$ cat src/sv/mpf_pkg.sv
// ----------------------------------------------------------------------------
// mpf_pkg
// Shared types and constants for the monochrome page frame store.
// ----------------------------------------------------------------------------
package mpf_pkg;

    localparam int DEF_MAX_WIDTH  = 128;
    localparam int DEF_MAX_HEIGHT = 64;

    localparam logic [1:0] REQ_WRITE  = 2'd0;
    localparam logic [1:0] REQ_READ   = 2'd1;
    localparam logic [1:0] REQ_INVERT = 2'd2;
    localparam logic [1:0] REQ_CLEAR  = 2'd3;

    localparam logic REG_WIDTH  = 1'b0;
    localparam logic REG_HEIGHT = 1'b1;

    typedef struct packed {
        logic [1:0]        req_type;
        logic signed [8:0] x_coord;
        logic signed [8:0] y_coord;
        logic              write_value;
        logic [7:0]        rect_width;
        logic [7:0]        rect_height;
    } mpf_req_t;

endpackage

$ cat src/sv/mpf_front.sv
// ----------------------------------------------------------------------------
// mpf_front
// Accepts requests and holds them in a two-entry queue for the engine.
// ----------------------------------------------------------------------------
module mpf_front
    import mpf_pkg::*;
(
    input  logic     aclk,
    input  logic     aresetn,
    input  logic     in_valid,
    output logic     in_ready,
    input  mpf_req_t in_req,
    output logic     q_valid,
    input  logic     q_ready,
    output mpf_req_t q_req
);

    mpf_req_t   mem_reg [2];
    logic       wr_ptr_reg, rd_ptr_reg;
    logic [1:0] count_reg;
    logic       push, pop;

    assign in_ready = (count_reg != 2'd2);
    assign q_valid  = (count_reg != 2'd0);
    assign q_req    = mem_reg[rd_ptr_reg];
    assign push     = in_valid && in_ready;
    assign pop      = q_valid && q_ready;

    always_ff @(posedge aclk) begin
        if (push) begin
            mem_reg[wr_ptr_reg] <= in_req;
        end
    end

    always_ff @(posedge aclk) begin
        if (!aresetn) begin
            wr_ptr_reg <= 1'b0;
            rd_ptr_reg <= 1'b0;
            count_reg  <= 2'd0;
        end else begin
            if (push) wr_ptr_reg <= ~wr_ptr_reg;
            if (pop)  rd_ptr_reg <= ~rd_ptr_reg;
            count_reg <= count_reg + {1'b0, push} - {1'b0, pop};
        end
    end

`ifndef SYNTHESIS
    a_no_overflow: assert property (@(posedge aclk) disable iff (!aresetn)
        count_reg != 2'd3) else $error("queue count out of range");
    a_full_blocks: assert property (@(posedge aclk) disable iff (!aresetn)
        (count_reg == 2'd2) |-> !in_ready) else $error("full queue accepts");
    a_pop_drops: assert property (@(posedge aclk) disable iff (!aresetn)
        (pop && !push && count_reg == 2'd1) |=> !q_valid)
        else $error("queue not empty after last pop");
`endif

endmodule

$ cat config.mk
export PLATFORM = sky130hd
export DESIGN_NAME = mpf_front
export DESIGN_NICKNAME = d
export VERILOG_FILES = /design/src/sv/mpf_pkg.sv /design/src/sv/mpf_front.sv
export SDC_FILE = /design/constraint.sdc
export NUM_CORES = 1
export LEC_CHECK = 0
export BUFFER_PORTS_ARGS = -buffer_cell sky130_fd_sc_hd__buf_2
export CORE_MARGIN = 3
export CORE_UTILIZATION = 45
export DETAILED_ROUTE_END_ITERATION = 7
export PLACE_DENSITY = 0.8
export SETUP_SLACK_MARGIN = 0.1
export SYNTH_ARGS = -nofsm -noshare
export SYNTH_HDL_FRONTEND = slang
export SYNTH_SLANG_ARGS = --single-unit
$ cat constraint.sdc
create_clock -name aclk -period 4.33 [get_ports aclk]
set_input_delay 0.866 -clock aclk [delete_from_list [all_inputs] [get_ports aclk]]
set_output_delay 0.866 -clock aclk [all_outputs]
set_load 0.02 [all_outputs]
Yosys cells after proc, flatten, opt, wreduce, memory -nomap -nowiden
Memory sizes are Yosys's and may differ from the RTL's. A register that Yosys moved wholly into a read port is not among the register bits.
Cells that the tools add are included.
Widths: inputs -> output; s select.
{"block": "word_totals", "ff_bits": 4, "ramBits": 74, "out_inout_bits": 39, "memories": 1}
{"block": "op_classes", "add_sub_neg": 2, "eq_ne": 1, "muxes": 4, "n_bitwise": 2, "reduce_logical": 3}
{"name": "mem_reg", "depth": 2, "width": 37, "read_ports": 1, "rd_clocked_by_memory_dff": 1, "wr": 1, "line": "mpf_front.sv:18", "rtl": "mpf_req_t mem_reg [2];"}
{"operator": "$mux 1", "count": 4}
{"operator": "$add 2x1->2", "count": 1}
{"operator": "$logic_and 1x1->1", "count": 2}
{"operator": "$ne 2x2->1 const B", "count": 1}
{"operator": "$not 1->1", "count": 2}
{"operator": "$reduce_bool 2->1", "count": 1}
{"operator": "$sub 2x1->2", "count": 1}

Depth between registers and ports, before layout
{"block": "logic_depth", "ltp_word": 4, "mapped_depth": 8}

Worst setup path after synthesis
No wires, ideal clock.
{"block": "synth_path", "path_kind": "input -> register", "start": "input in_valid", "end": "memory mem_reg[0][0] (netlist bit) (enable)", "setup_time_ns": 0.431, "t_arrival_ns": 2.529, "required_ns": 3.899, "path_slack_ns": 1.370, "cell_stages": 2, "path_cell_list": "nand2_1 nor2_1"}
{"block": "synth_between", "elab_chain_cells": 3}
{"item": "from (decl)", "line": "mpf_front.sv:10", "rtl": "input logic in_valid,"}
{"item": "$logic_and 1x1->1", "line": "mpf_front.sv:26", "rtl": "assign push = in_valid && in_ready;"}
{"item": "$mux 1", "line": "mpf_front.sv:30", "rtl": "if (push) begin"}
{"item": "$mux 1 (implied by the code)", "line": "mpf_front.sv:31", "rtl": "mem_reg[wr_ptr_reg] <= in_req;"}
{"item": "to (decl)", "line": "mpf_front.sv:18"}
Every way passes these cells.

==> metrics <==
Design Power=2.07 mW; number of remaining DRC errors=0; Yosys reg bits=79; sequential share of power=50.9%; Setup crit end kind=primary output; Starting Density=47.3%; Final nets=268; Sw Ratio=29.9%; Die X=88.4 um; CTS resizes=0; Slew @ Worst Pin=1.17 ns; Max Fclk=346 MHz; Logic pwr share=28.3%; H-tree Lvls=3; Post-DP HPWL=3240 um; setup_tns=0 ns; Synth cell types=18; CP Launch Type=register; Max Slew Vio Count=0; cts hold-fix bufs=0; total CTS buffers=9; Max FO, Critical Path=37; clock insertion delay at the later pin of the skew report=0.33 ns; core area=6460 um2; Worst EP required=3.46 ns; Final period util=66.8%; FF-to-FF path depth=3; Relative slew margins=22.3%; Avg Cell Area, Syn=22.0 um2; mapped cell area=3060 um2; Tot GR Track Use=12.4%; WL final=4840 um; Arr. time, crit path=2.03 ns; most common cell after layout, fill and taps aside=buf_2; Leak=1.43 nW; TritonCTS clock tree=yes; Max-Cap Viols=0; first-pass GRT wire length=7180 um; Max IR drop VDD=0.347 mV; HP Class=register to register; Setup Buffers After CTS=0; Largest register FFs=74; I/O pin count=80; via count=1461; Die ar.=7820 um2; count of final setup violators=0; die height=88.4 um; Routed Antenna Nets=0; number of global-route vias before repair=1521; CTS clk-pin slew, worst paths=0.07 ns; Area Overhead vs Synth=19.1%; clock network power share=20.8%; Max Root-Sink Buffers=2; Min-Delay Path Depth=2; routed len/inst=15.8 um; Hold Vio Cnt, Final=0; Worst Skew=0.00583 ns; crit path kind=register to primary output; largest net degree at the start of global routing=38; initial antenna violation count=0; most frequent cells in the layout=79 x buf_2, 74 x edfxtp_1, 30 x mux2_4; status=finished, final reports clean; # diodes=0; synthesized net count=182; CTS sink count=79; total internal power=1.45 mW; row count=29; DRT iter0 DRCs=58; pwr/cell area=568 nW/um2; RSZ-0062 raised after global routing=no; I/O Buffers=79; synth warn=0; layout cell share with drive strength beyond 1=57.6%; Switch Pwr=618 uW; Mapped Cells=139; register area share after synthesis=76.0%; root buf cell=clkbuf_8; Final min period=2.89 ns; via density per instance=4.77; GRT overflow=0; RePlAce Congestion=0.644; TritonRoute pass-1 iters=4
==> power groups by stage <==
| stage | Combinational [mW] | Sequential [mW] | Clock, mW |
|---|---|---|---|
| 6_report | 0.585 | 1.05 | 0.430 |
| 4_1_cts | 0.596 | 1.06 | 0.444 |
| 3_3_place_gp | 0.589 | 1.07 | 0 |
| 5_1_grt | 0.630 | 1.07 | 0.478 |
| 2_1_floorplan | 0.521 | 1.00 | 0 |
| 3_5_place_dp | 0.595 | 1.07 | 0 |
==> synth_stat cells (all sizes together) <==
| master | number | share of area, % |
|---|---|---|
| nor2 | 1 | 0.12 |
| mux2 | 37 | 17 |
| nand2 | 2 | 0.25 |
| dfxtp | 5 | 3.3 |
| mux2i | 1 | 0.33 |
| buf | 4 | 2.3 |
| ha | 2 | 0.82 |
| o21a | 1 | 0.25 |
| edfxtp | 74 | 73 |
| nor2b | 2 | 0.41 |
| and2 | 2 | 0.41 |
| xnor2 | 3 | 0.86 |
| nand2b | 2 | 0.41 |
| inv | 1 | 0.12 |
| or2 | 1 | 0.20 |
| and3 | 1 | 0.20 |
==> final cells by class <==
cell class                 instances  area [um2]
tap                               77        96.3
inverter                           1        3.75
multi-input combinational         55         668
fill                             518        2820
sequential                        79        2320
clock buffer                       9         124
timing repair buffer              79         395
clock inverter                     6        28.8
==> final timing paths <==
kind,from,endpoint,slack (ns)
max reg2reg,count_reg[0],mem_reg[0][14],2.43
min,wr_ptr_reg,wr_ptr_reg,0.53
max,register,q_req[4],1.44
min reg2reg,wr_ptr_reg,wr_ptr_reg,0.53
==> metal layers <==
layer / GRT usage [%] / share of wire, % / up-vias / routed length (um)
li1: - / - / 707 / -
met1: 14.1 / 40 / 698 / 1930
met2: 21.1 / 52 / 47 / 2500
met3: 3.26 / 6.2 / 9 / 299
met4: 7.14 / 2.2 / 0 / 106
met5: 0 / 0 / - / 0
==> worst max-delay path: stages (launching register included) <==
cell and delay [ns]:
dfxtp_2 1.10, mux2_2 0.44, buf_2 0.16
==> kinds of logic (layout without fill, tap and decap cells) <==
kind of cell,after synthesis,after routing,synth area share (%)
flops,79,79,76.0
mux,38,38,17.6
simple gates,11,11,2.01
buf+inv,5,95,2.46
xor+xnor,3,3,0.860
fa+ha+maj,2,2,0.819
compound gates,1,1,0.246
==> metrics by stage <==
| stage | instance area, um2 | utilization [%] | hold slack [ns] | cells | setup WS [ns] |
|---|---|---|---|---|---|
| 2_1_floorplan | 3060 | - | 0.455 | 139 | 1.37 |
| 3_3_place_gp | 3490 | 54.0 | 0.499 | 291 | 1.76 |
| 3_5_place_dp | 3490 | 54.0 | 0.521 | 291 | 1.73 |
| 4_1_cts | 3640 | 56.4 | 0.532 | 306 | 1.37 |
| 5_1_grt | 3640 | 56.4 | 0.559 | 306 | 1.32 |
| 6_report | 3640 | 56.4 | 0.534 | 306 | 1.44 |
No activity file was read; power rests on OpenSTA's default activity.
